### src/ppcs_pkg.sv
// Shared constants for the path point cascade smoother.
// Used by the top level and by the constant floor divider; depends on nothing.
`default_nettype none

package ppcs_pkg;

    // Default coordinate width (signed Q16.16 at the default).
    localparam int COORD_WIDTH_DEF = 32;

    // Guard bits that make a sum of up to five coordinates exact.
    localparam int SUM_GUARD = 3;

    // Divisors of the two smoothing passes.
    localparam int DIV_FIRST  = 3;
    localparam int DIV_SECOND = 5;

    // Cycles from divider input register to quotient.
    localparam int DIV_LATENCY = 3;

    // Result groups held between the datapath and the output port.
    localparam int GRP_DEPTH = 16;

    // Result slots of one group, in the order they leave the block.
    localparam int NUM_SLOTS = 4;
    localparam logic [1:0] SLOT_RA = 2'd0;  // five-point mean, or pass-through
    localparam logic [1:0] SLOT_RB = 2'd1;  // second-to-last five-point mean
    localparam logic [1:0] SLOT_Q  = 2'd2;  // last first-pass value
    localparam logic [1:0] SLOT_P  = 2'd3;  // the final raw point

    // Saturation value of the per-path point counter.
    localparam logic [2:0] SEEN_MAX = 3'd7;

endpackage

`default_nettype wire

### src/ppcs_floor_div.sv
// Pipelined floor division of a signed sum by a small constant divisor.
// Uses ppcs_pkg for the default width, the default divisor and the sum guard bits.
`default_nettype none

module ppcs_floor_div #(
    parameter  int COORD_WIDTH = ppcs_pkg::COORD_WIDTH_DEF,
    parameter  int DIVISOR     = ppcs_pkg::DIV_FIRST,
    localparam int SW          = COORD_WIDTH + ppcs_pkg::SUM_GUARD
) (
    input  wire logic                          aclk,
    input  wire logic signed [SW-1:0]          sum_in,
    output logic signed [COORD_WIDTH-1:0]      quot_out
);

    // The sum is biased to a non-negative value so that floor division
    // becomes an unsigned reciprocal multiply; the bias divides out exactly
    // to 2^(COORD_WIDTH-1), which is removed by flipping the quotient MSB.
    localparam int K    = SW + 3;
    localparam int MW   = K - 1;
    localparam int LO_W = SW / 2;
    localparam int HI_W = SW - LO_W;
    localparam int FW   = SW + MW;

    localparam logic [K:0]    TWO_K  = {1'b1, {K{1'b0}}};
    localparam logic [K:0]    M_FULL = (TWO_K + (K+1)'(DIVISOR - 1)) / (K+1)'(DIVISOR);
    localparam logic [MW-1:0] MULT   = M_FULL[MW-1:0];
    localparam logic [SW-1:0] OFFSET = SW'(DIVISOR) << (COORD_WIDTH - 1);

    logic [SW-1:0]        u_reg;
    logic [LO_W+MW-1:0]   plo_reg;
    logic [HI_W+MW-1:0]   phi_reg;
    logic [COORD_WIDTH-1:0] quot_reg;
    logic [FW-1:0]        full_prod;

    assign full_prod = (FW'(phi_reg) << LO_W) + FW'(plo_reg);

    always_ff @(posedge aclk) begin
        u_reg    <= $unsigned(sum_in) + OFFSET;
        plo_reg  <= (LO_W+MW)'(u_reg[LO_W-1:0]) * (LO_W+MW)'(MULT);
        phi_reg  <= (HI_W+MW)'(u_reg[SW-1:LO_W]) * (HI_W+MW)'(MULT);
        quot_reg <= {~full_prod[K+COORD_WIDTH-1], full_prod[K+COORD_WIDTH-2:K]};
    end

    assign quot_out = $signed(quot_reg);

endmodule

`default_nettype wire

### config.mk
export PLATFORM = sky130hd
export DESIGN_NAME = ppcs_floor_div
export DESIGN_NICKNAME = d
export VERILOG_FILES = /design/src/ppcs_pkg.sv /design/src/ppcs_floor_div.sv
export SDC_FILE = /design/constraint.sdc
export NUM_CORES = 1
export LEC_CHECK = 0
export CAP_MARGIN = 15
export CORE_ASPECT_RATIO = 1.5
export CORE_MARGIN = 8
export CORE_UTILIZATION = 60
export DETAILED_ROUTE_END_ITERATION = 10
export DONT_BUFFER_PORTS = 1
export PLACE_DENSITY = 0.81
export SLEW_MARGIN = 25
export SYNTH_ARGS = -nofsm -noshare
export SYNTH_HDL_FRONTEND = slang
export SYNTH_SLANG_ARGS = --single-unit
### constraint.sdc
create_clock -name aclk -period 8.9 [get_ports aclk]
set_clock_uncertainty 0.1 [all_clocks]
set_input_delay 0 -clock aclk [delete_from_list [all_inputs] [get_ports aclk]]
set_output_delay 0 -clock aclk [all_outputs]
set_load 0.05 [all_outputs]
## Word-level counts from Yosys, hierarchy flattened

Cells that the tools add are included.

- Bits in registers: 172
- Bits of input ports: 36
- Output and inout port bits: 32
- Logic and storage cells: 9

- Add/sub/neg operators: 2
- Multipliers: 2
- Bitwise operators: 1

Operator list:

| operator | number |
|---|---|
| adder 70 x 54 -> 70 bit | 1 |
| multiplier 17 x 36 -> 53 bit (second input constant) | 1 |
| multiplier 18 x 36 -> 52 bit (second input constant) | 1 |
| adder 35 x 33 -> 35 bit (second input constant) | 1 |
| NOT 1 bit | 1 |

## Longest topological paths before layout

Gate-level depths: netlist of the first run.

- Depth after elaboration: 2
- Gate-level depth with buffers: 24
- Gate-level depth less buffers: 22

## Worst setup path after synthesis of the first run

No wires, ideal clock.

- Path kind: flip-flop to flip-flop
- Start point: register u_reg[20]
- End point: register phi_reg[41]
- Setup time: 0.127 ns
- Arrival time: 5.570 ns
- Required time: 8.673 ns
- Setup slack: 3.103 ns
- Cell stages (with the launch flop): 21
- Path buffers: 0
- Clock period less this slack: 5.797 ns
- Cell sequence: dfxtp_1 > ha_1 > fa_1 > inv_1 > fa_1 > inv_1 > fa_1 > inv_1 > fa_1 > fa_1 > inv_1 > ha_1 > a21o_1 > a21oi_1 > nor2b_1 > or4_1 > o221ai_1 > nand2b_1 > a2111oi_0 > nor3_1 > xor2_1

- Longest elaborated chain between the ends: 1

Ends and longest elaborated chain:

| element | line | source |
|---|---|---|
| start, declared | ppcs_floor_div.sv:29 | `logic [SW-1:0] u_reg;` |
| start signal, assigned | ppcs_floor_div.sv:38 | `u_reg <= $unsigned(sum_in) + OFFSET;` |
| multiplier 18 x 36 -> 52 bit | ppcs_floor_div.sv:40 | `phi_reg <= (HI_W+MW)'(u_reg[SW-1:LO_W]) * (HI_W+MW)'(MULT);` |
| end signal, assigned | ppcs_floor_div.sv:40 |  |
| end, declared | ppcs_floor_div.sv:31 | `logic [HI_W+MW-1:0] phi_reg;` |

No other way between the ends.

## Worst setup path after layout of the first run

- Start point: register u_reg[11]
- End point: register plo_reg[51]

- Longest elaborated chain between the ends: 1

Ends and longest elaborated chain:

| element | line | source |
|---|---|---|
| multiplier 17 x 36 -> 53 bit | ppcs_floor_div.sv:39 | `plo_reg <= (LO_W+MW)'(u_reg[LO_W-1:0]) * (LO_W+MW)'(MULT);` |
| end signal, assigned | ppcs_floor_div.sv:39 |  |
| end, declared | ppcs_floor_div.sv:30 | `logic [LO_W+MW-1:0] plo_reg;` |

No other way between the ends.

==> results of run 1 <==
worst min-delay path by stage:
stage | start | to | slack, ns | cells after the start
after global placement | sum_in[5] | u_reg[5] | -0.07 | 0
after global routing | sum_in[13] | u_reg[13] | 0.03 | 1
final | sum_in[13] | u_reg[13] | 0.03 | 1
after CTS | sum_in[13] | u_reg[13] | 0.009 | 1
after detailed placement | sum_in[18] | u_reg[18] | -0.07 | 0
after floorplan | sum_in[0] | u_reg[0] | -0.07 | 0
per-layer routing:
metal	wire, um	GRT usage, %	vias up
met4	2060	14.6	0
met1	12000	21.0	5443
met3	932	3.95	115
li1	-	-	5367
met5	0	0	-
met2	19100	43.4	226
worst max-delay path, delay by kind of cell, from the launching register on:
kind	cells	cell delay, ns
xor gates and xnor gates	1	0.16
and+or+nand+nor	1	0.37
DFF	1	0.34
AOI/OAI and AO/OA	6	1.38
adders and majority gates	7	3.78
buffers and inverters	4	0.41
synth_stat cells, types with 2 or more instances:
library cell / n / share of area [%]
inv_1: 380 / 9.0
or2_2: 2 / 0.079
fa_1: 198 / 25
buf_2: 3 / 0.095
a21oi_2: 2 / 0.11
clkbuf_1: 4 / 0.095
and2_1: 6 / 0.24
o41ai_1: 2 / 0.11
ha_1: 284 / 22
nor4_1: 7 / 0.28
or3_1: 2 / 0.079
dfxtp_1: 155 / 20
a211oi_1: 7 / 0.33
nor2b_1: 9 / 0.36
nor2_1: 45 / 1.1
and3_1: 12 / 0.47
nand2_1: 51 / 1.2
a22oi_1: 2 / 0.095
o21ai_1: 7 / 0.22
a21o_1: 46 / 2.2
a31oi_4: 2 / 0.27
o21bai_1: 6 / 0.28
a31oi_1: 6 / 0.24
xnor2_1: 68 / 3.8
nand3_1: 20 / 0.63
o21a_1: 17 / 0.81
nor3_2: 2 / 0.13
nand4_1: 23 / 0.91
o211ai_1: 5 / 0.24
nand2b_1: 11 / 0.43
a2111oi_0: 2 / 0.11
a21oi_1: 80 / 2.5
nor3_1: 16 / 0.51
o31ai_1: 5 / 0.24
o21ai_0: 39 / 1.2
o221ai_1: 4 / 0.22
xor2_1: 38 / 2.1
clkbuf_2: 2 / 0.063
through the flow:
step / hold WS, ns / instances / setup slack (ns)
after global routing: 0.0259 / 2028 / 1.86
after floorplan: -0.0723 / 1605 / 3.10
final: 0.0267 / 2028 / 2.28
after detailed placement: -0.0722 / 1929 / 2.39
after global placement: -0.0722 / 1929 / 2.53
after CTS: 0.00940 / 2028 / 2.31
repair_timing:
action,4_1_cts,5_1_grt
endpoints found under the hold margin,35,0
setup endpoints to repair,0,0
hold buffers,67,0
layout make-up:
type                            instances  area, um2
Clock inverter                         14        151
Sequential cell                       155       3100
Multi-Input combinational cell       1057      11200
Clock buffer                           18        439
Timing Repair Buffer                   67        671
Tap cell                              337        422
Inverter                              380       1430
Fill cell                            1899       8760
kinds of logic (layout without fill, tap and decap cells):
family                   count (synthesis)  in the layout  share of synthesized area, %
XOR/XNOR                               106            106                          5.86
AO/OA/AOI/OAI                          259            259                          11.1
AND/OR/NAND/NOR                        210            210                          6.60
flip-flops                             155            155                          19.6
adder cells (fa/ha/maj)                482            482                          47.4
buffers and inverters                  393            479                          9.48
==> run summary, run 1 <==
status: finished clean
Worst Setup SP: u_reg[11]
die height: 215 um
max-slew violation count: 0
Antenna Cells: 0
row cnt: 73
Reg2Reg Capture Point: plo_reg[51]
Synth Flop Type: dfxtp_1
Final HPWL DP: 27600 um
initial antenna violation count: 0
Post-Syn Nets: 2123
R2R Setup Slk: 2.28 ns
Period minus WS final: 6.62 ns
sequential element share of the synthesized area: 19.6%
most common cell after layout, fill and taps aside: inv_1
RSZ-0062 raised after global routing: no
Post-Route WL: 34100 um
antenna-violating nets left: 0
first-pass GRT wire length: 57000 um
GRT Total Usage: 22.6%
CTS HTree Levels: 4
Vias: 11.2k
Synth warnings: 0
drt pass-1 iters: 4
average cell area after synthesis: 9.88 um2
critical path, cell by cell: ha_1, fa_1, inv_1, fa_1, inv_1, fa_1, inv_1, fa_1, fa_1, inv_1, ha_1, a21oi_1, o21ai_1, nor4_1, o41a_1, o21ai_1, o21a_1, o41ai_1, xnor2_1
Core Area: 26200 um2
worst skew pair latency: 0.46 ns
Critical Path Fanout Max: 11
Layout Area Growth over Synthesis: 10.1%
period utilization: 74.4%
total setup buffers inserted after CTS: 0
total CTS buffers: 17
# clock sinks: 155
most frequent cells in the layout: inv_1, ha_1, fa_1
DP Area: 16200 um2
Setup-failing EPs final: 0
Resized Gates After CTS: 0
Root Driver: clkbuf_16
I/O Buffers: 0
Worst-Margin Slew: 0.673 ns
Reg-to-Reg Start: u_reg[11]
Post-synth EDFFs: 0
CP required: 9.18 ns
DIE AREA: 32000 um2
Starting Density: 60.5%
Finished Core Util: 66.6%
CTS tree: done
r2r worst-path depth: 19
Via density: 5.50
DRT iter0 DRCs: 422
Die Width: 149 um
mapped cell area: 15900 um2
Synth Instances: 1605
gr ovfl total: 0
pin count of the biggest net entering global routing: 17
share of layout cells above drive strength 1: 3.08%
vias in the first global route: 12.3k
Setup CP Type: reg2reg
CP endpoint kind: flip-flop
final count of hold timing violations: 0
Placer Congestion: 0.921
startpoint types: flip-flop
Worst setup endpoint: plo_reg[51]
Slowest-stage cell, CP: fa_1
Design Area, Final: 17500 um2
Max-Cap Viols: 0
# DRC: 0
FFs w/ async S/R, synth: 0%
clock buffer depth: 2
mean routed wirelength per cell: 16.8 um
CP peak stage delay: 0.65 ns
cell mode on critical path: fa_1
CTS clk-pin slew, worst paths: 0.06 ns
Final #Nets: 2196
worst min-delay path class: in2reg
Largest register FFs: 52
Top Ports: 68
Slew headroom: 55.2%
Worst Path Arrival: 6.90 ns
f_max: 151 MHz
Yosys reg bits: 155
Final TNS setup: 0 ns
Unique masters post-synth: 73
Power of run 1 is left out: the tool's default activity adds up to more than one toggle a clock period on the data nets, which glitch-free logic cannot reach.
==> run 2: changes to the inputs <==
--- a/config.mk
+++ b/config.mk
@@ -5,13 +5,14 @@
 export SDC_FILE = /design/constraint.sdc
 export NUM_CORES = 1
 export LEC_CHECK = 0
+export ABC_AREA = 1
 export CAP_MARGIN = 15
 export CORE_ASPECT_RATIO = 1.5
 export CORE_MARGIN = 8
 export CORE_UTILIZATION = 60
 export DETAILED_ROUTE_END_ITERATION = 10
 export DONT_BUFFER_PORTS = 1
-export PLACE_DENSITY = 0.81
+export PLACE_DENSITY = 0.84
 export SLEW_MARGIN = 25
 export SYNTH_ARGS = -nofsm -noshare
 export SYNTH_HDL_FRONTEND = slang
==> constraint.sdc (replaced) <==
create_clock -name aclk -period 5.6 [get_ports aclk]
set_clock_uncertainty 0.1 [all_clocks]
set_input_delay 0 -clock aclk [delete_from_list [all_inputs] [get_ports aclk]]
set_output_delay 0 -clock aclk [all_outputs]
set_load 0.05 [all_outputs]
==> run 2 against run 1 <==
Effect of this change: global-route usage increased by 5.6 points; critical endpoint is now plo_reg[31]; sequential share of layout area decreased by 2.6 points; synthesized area increased by 15%; first-iteration DRC count increased by 120%; worst hold slack got worse by 0.011 ns.
==> run summary, run 2 <==
Root Driver: clkbuf_16
Antenna Cells: 0 (unchanged)
count leader, synth: inv_1
max-slew violation count: 0 (unchanged)
CP endpoint kind: flip-flop
Largest register FFs: 52 (unchanged)
worst min-delay path class: in2reg
Starting Density: 60.7% (+0.24 points)
Die Width: 158 um (+6.5%)
average cell area after synthesis: 7.81 um2 (-21%)
gr ovfl total: 0 (unchanged)
Critical Path Fanout Max: 6 (-5)
f_max: 184 MHz (+22%)
antenna-violating nets left: 0 (unchanged)
initial antenna violation count: 0 (unchanged)
mux contribution to synthesized area: 0% (unchanged)
most common cell after layout, fill and taps aside: inv_1
Setup-failing EPs final: 0 (unchanged)
CTS HTree Levels: 4 (unchanged)
most frequent cells in the layout: inv_1, nand2_1, ha_1
Core Area: 30100 um2 (+15%)
status: finished clean
Worst-Margin Slew: 0.679 ns (+0.00653 ns)
Synth warnings: 0 (unchanged)
Unique masters post-synth: 40 (-45%)
# clock sinks: 155 (unchanged)
Worst Path Arrival: 5.66 ns (-1.24 ns)
share of the synthesized area in the top cell type: 21.7% (-3.3 points)
Setup CP Type: reg2reg
Post-Synth Simple-Gate Area: 17.3% (+11 points)
Synth Area in Adders: 41.2% (-6.2 points)
row cnt: 78 (+6.8%)
Post-Route WL: 50500 um (+48%)
FFs w/ async S/R, synth: 0% (unchanged)
mapped cell area: 18300 um2 (+15%)
top cell type by total area after synthesis: fa_1
Post-Syn Nets: 2855 (+34%)
CTS clk-pin slew, worst paths: 0.07 ns (about the same)
Synth Flop Type: dfxtp_1
xor/xnor share of the synthesized area: 3.83% (-2.0 points)
share of layout cells above drive strength 1: 6.42% (+3.3 points)
Post-synth EDFFs: 0 (unchanged)
fillers: 2456 (+29%)
Layout Area Growth over Synthesis: 11.9%
die height: 230 um (+6.8%)
Vias: 15.5k (+39%)
most frequent cells after synthesis: inv_1, nand2_1, ha_1, nor2_1, fa_1
sequential element share of the synthesized area: 17.0% (-2.6 points)
Final #Nets: 2952 (+34%)
period utilization: 96.9% (+23 points)
clock buffer depth: 2 (unchanged)
Final TNS setup: 0 ns (unchanged)
Via density: 5.44 (-1.1%)
drt pass-1 iters: 6 (+2)
I/O Buffers: 0 (unchanged)
area of the multi-input gates: 13300 um2 (+18%)
post-synthesis compound-gate area fraction: 8.95% (-2.1 points)
pin count of the biggest net entering global routing: 19 (+2)
Placer Congestion: 0.994 (+7.9%)
Max-Cap Viols: 0 (unchanged)
Register Area: 3110 um2 (+0.12%)
DIE AREA: 36400 um2 (+14%)
total CTS buffers: 17 (unchanged)
final count of hold timing violations: 0 (unchanged)
mean routed wirelength per cell: 17.7 um (+5.6%)
Design Area, Final: 20400 um2 (+17%)
vias in the first global route: 16.5k (+34%)
CP required: 5.83 ns (-3.35 ns)
Top Ports: 68 (unchanged)
Synth Instances: 2337 (+46%)
CTS tree: done
# DRC: 0 (unchanged)
dominant cells by area after synthesis: fa_1, ha_1, dfxtp_1
Final HPWL DP: 41900 um (+52%)
Yosys reg bits: 155 (unchanged)
Period minus WS final: 5.43 ns (-1.19 ns)
startpoint types: flip-flop
DP Area: 18900 um2 (+16%)
worst skew pair latency: 0.45 ns (about the same)
first-pass GRT wire length: 79200 um (+39%)
GRT Total Usage: 28.2% (+5.6 points)
DRT iter0 DRCs: 942 (+120%)
Slew headroom: 54.3% (-0.85 points)
largest family of logic cells by synthesized area: adder cells
==> run 2: cell types whose count changed after synthesis, moves of 13 or more <==
cell     delta
nand3_1    +64
xor2_1     +21
nor2_1    +155
nand2_1   +358
o21ai_0    +35
inv_2      +13
a21oi_1    +64
a21o_1     -34
xnor2_1    -51
inv_1     +155
nor3_1     +19
==> run 2: repair_timing <==
item,in CTS,in global routing
hold endpoints to repair,35,0
hold buffers,61,0
gates resized for setup,8,75
setup endpoints to repair,21,64
buffers inserted,0,1
pin swaps,0,8
==> run 2: critical path: stages (launching register included) <==
cell,delay (ns)
dfxtp_1,0.35
ha_1,0.34
inv_1,0.09
fa_2,0.58
inv_2,0.08
fa_1,0.53
inv_2,0.10
fa_1,0.58
fa_1,0.45
fa_1,0.55
inv_1,0.04
ha_1,0.38
a21oi_2,0.22
o21ai_2,0.10
a21oi_2,0.18
nor2_1,0.06
nor2_1,0.13
nand2_2,0.15
buf_6,0.17
xor2_1,0.14
==> run 2: cell type report <==
type | instances | share of cell area, %
clock buffer | 17 | 2.08
clock inverter | 15 | 1.05
inverter | 548 | 10.1
multi-input combinational | 1626 | 65.2
sequential | 155 | 15.2
tap | 400 | 2.45
timing repair buffer | 86 | 3.98
==> run 2: logic make-up after synthesis <==
| group | Yosys count |
|---|---|
| adders and majority gates | 482 |
| buffers and inverters | 556 |
| AOI/OAI and AO/OA | 296 |
| xor gates and xnor gates | 78 |
| and+or+nand+nor | 770 |
| DFF | 155 |
==> run 2: stage by stage <==
step / util [%] / hold WS [ns] / instances / setup slack, ns
floorplan: - / -0.0723 / 2337 / 0.240
global placement: 62.7 / -0.0722 / 2753 / 0.0506
detailed placement: 62.7 / -0.0722 / 2753 / -0.0532
CTS: 67.0 / 0.000111 / 2846 / 0.00103
global route: 68.0 / 0.00755 / 2847 / -0.0670
finish: 68.0 / 0.0154 / 2847 / 0.172
==> run 2: final timing paths <==
path,to,cells past startpoint,from,slack [ns]
max reg2reg,plo_reg[31],19,u_reg[4],0.17
min,u_reg[20],1,sum_in[20],0.02
min reg2reg,phi_reg[1],0,u_reg[17],0.32
max,plo_reg[31],19,u_reg[4],0.17
==> run 2: routing by layer <==
layer	share of wire [%]	vias up	GRT usage [%]
met3	3.4	216	3.43
li1	-	7502	-
met5	0	-	0
met2	54	500	53.7
met1	35	7265	27.0
met4	7.4	0	19.5
Power of run 2 is left out for the same reason.
==> run 3: changes to the inputs <==
--- a/config.mk
+++ b/config.mk
@@ -7,11 +7,14 @@
 export LEC_CHECK = 0
 export ABC_AREA = 1
 export CAP_MARGIN = 15
+export CELL_PAD_IN_SITES_DETAIL_PLACEMENT = 1
+export CELL_PAD_IN_SITES_GLOBAL_PLACEMENT = 1
 export CORE_ASPECT_RATIO = 1.5
 export CORE_MARGIN = 8
-export CORE_UTILIZATION = 60
+export CORE_UTILIZATION = 45
 export DETAILED_ROUTE_END_ITERATION = 10
 export DONT_BUFFER_PORTS = 1
+export GPL_TIMING_DRIVEN = 0
 export PLACE_DENSITY = 0.84
 export SLEW_MARGIN = 25
 export SYNTH_ARGS = -nofsm -noshare
==> run 3 against run 2 <==
Effect of this change: critical endpoint is now phi_reg[43]; flip-flop and latch count did not move; the flow now finishes with violations (negative setup slack); first-iteration DRC count decreased by 22%; global-route usage shrank 3.2 points; sequential share of layout area is 0.20 points lower; worst setup slack worse by 0.23 ns.
==> run summary, run 3 (synthesized netlist as in run 2, its figures left out) <==
CTS clk-pin slew, worst paths: 0.08 ns (about the same)
row cnt: 90 (+15%)
Core Area: 40100 um2 (+33%)
most common cell after layout, fill and taps aside: inv_1
status: finished with violations
worst skew pair latency: 0.47 ns (+0.02 ns)
Max-Cap Viols: 0 (unchanged)
vias in the first global route: 18.2k (+10%)
Final #Nets: 2971 (+0.64%)
WHS Path Cells: 1 (unchanged)
Worst Path Arrival: 5.89 ns (+0.23 ns)
Final HPWL DP: 49600 um (+18%)
Critical Path Fanout Max: 10 (+4)
Reg-to-Reg Start: u_reg[25]
pin count of the biggest net entering global routing: 19 (unchanged)
die height: 263 um (+14%)
Setup-failing EPs final: 2 (+2)
GRT Total Usage: 25.0% (-3.2 points)
DIE AREA: 47400 um2 (+30%)
startpoint types: flip-flop
worst min-delay path class: in2reg
DP Cell Count: 2843 (+3.3%)
Worst Setup SP: u_reg[25]
Top Ports: 68 (unchanged)
I/O Buffers: 0 (unchanged)
CP endpoint kind: flip-flop
Worst setup endpoint: phi_reg[43]
share of layout cells above drive strength 1: 9.16% (+2.7 points)
RSZ-0062 raised after global routing: yes
Setup CP Type: reg2reg
final hold slack: 0.0116 ns (-0.00384 ns)
Largest register FFs: 52 (unchanged)
period utilization: 101% (+4.1 points)
total CTS buffers: 17 (unchanged)
R2R Setup Slk: -0.06 ns (-0.23 ns)
first-pass GRT wire length: 92600 um (+17%)
drt pass-1 iters: 5 (-1)
Via density: 5.41 (-0.47%)
clock buffer depth: 2 (unchanged)
Root Driver: clkbuf_16
Vias: 16.1k (+4.0%)
# clock sinks: 155 (unchanged)
gr ovfl total: 0 (unchanged)
Reg2Reg Capture Point: phi_reg[43]
CTS HTree Levels: 4 (unchanged)
antenna-violating nets left: 0 (unchanged)
Layout Area Growth over Synthesis: 14.4%
Period minus WS final: 5.66 ns (+0.230 ns)
final count of hold timing violations: 0 (unchanged)
Finished Core Util: 52.1% (-16 points)
fillers: 4849 (+97%)
most frequent cells in the layout: inv_1, nand2_1, ha_1
# DRC: 0 (unchanged)
Worst-Margin Slew: 0.563 ns (-0.116 ns)
mean routed wirelength per cell: 21.3 um (+20%)
DRT iter0 DRCs: 737 (-22%)
Final Non-Filler Cells: 2974 (+4.5%)
Final TNS setup: -0.0693 ns (-0.0693 ns)
failing checks: negative setup slack
initial antenna violation count: 2 (+2)
Die Width: 180 um (+14%)
r2r worst-path depth: 22 (+3)
CTS tree: done
Placer Congestion: 0.965 (-2.9%)
CP required: 5.83 ns (about the same)
Starting Density: 45.5% (-15 points)
f_max: 177 MHz (-4.1%)
Post-Route WL: 63500 um (+26%)
Slew headroom: 62.0% (+7.7 points)
max-slew violation count: 0 (unchanged)
fin worst setup slack: -0.0574 ns (-0.230 ns)
-- run 3: routing by layer --
layer	global-route usage, %	wire length [um]
met1	22.6	21600
met2	50.2	35000
met3	2.93	1850
met4	17.2	5020
met5	0	0
-- run 3: worst min path at each step --
| stage | end | startpoint | slack, ns |
|---|---|---|---|
| final | u_reg[17] | sum_in[17] | 0.01 |
| after global routing | u_reg[17] | sum_in[17] | 0.02 |
| after CTS | u_reg[17] | sum_in[17] | 0.004 |
| after detailed placement | u_reg[27] | sum_in[27] | -0.07 |
| after global placement | u_reg[1] | sum_in[1] | -0.07 |
| after floorplan | u_reg[0] | sum_in[0] | -0.07 |
-- run 3: final cells by class --
cell class                      instances  area, um2  area share, %
Clock buffer                           17        425           2.04
Inverter                              548       2060           9.86
Sequential cell                       155       3130           15.0
Tap cell                              506        633           3.03
Timing Repair Buffer                   97        896           4.29
Antenna cell                            2       5.00         0.0240
Buffer                                  8        101          0.485
Multi-Input combinational cell       1626      13500           64.4
Clock inverter                         15        171          0.821
-- run 3: per-stage QoR --
step | setup slack (ns) | cell area, um2
after floorplan | 0.240 | 18300
after detailed placement | -0.766 | 18900
final | -0.0574 | 20900
after global routing | -0.206 | 20900
after CTS | 0.00350 | 20400
after global placement | -0.584 | 18900
-- run 3: worst max-delay path, stage by stage, from the launching register on --
cell and delay [ns]:
dfxtp_2 0.38, ha_2 0.32, ha_2 0.43, inv_1 0.13, fa_1 0.51, fa_1 0.53
inv_1 0.07, fa_1 0.55, inv_1 0.07, fa_1 0.57, inv_1 0.05, ha_1 0.38
a21oi_1 0.26, o21ai_1 0.13, a21oi_1 0.23, nand2_2 0.14, nand2_1 0.11, nand2_2 0.08
buf_8 0.17, nand2_1 0.08, nand2_1 0.05, nand2_1 0.06, nand2_1 0.11
-- run 3: what timing repair did --
item / 4_1_cts / 5_1_grt
hold endpoints to repair: 35 / 0
resized for setup: 63 / 91
pin swaps: 8 / 26
endpoints found under the setup margin: 60 / 56
setup buffers: 6 / 24
hold buffers: 67 / 0
Power of run 3 is left out for the same reason.
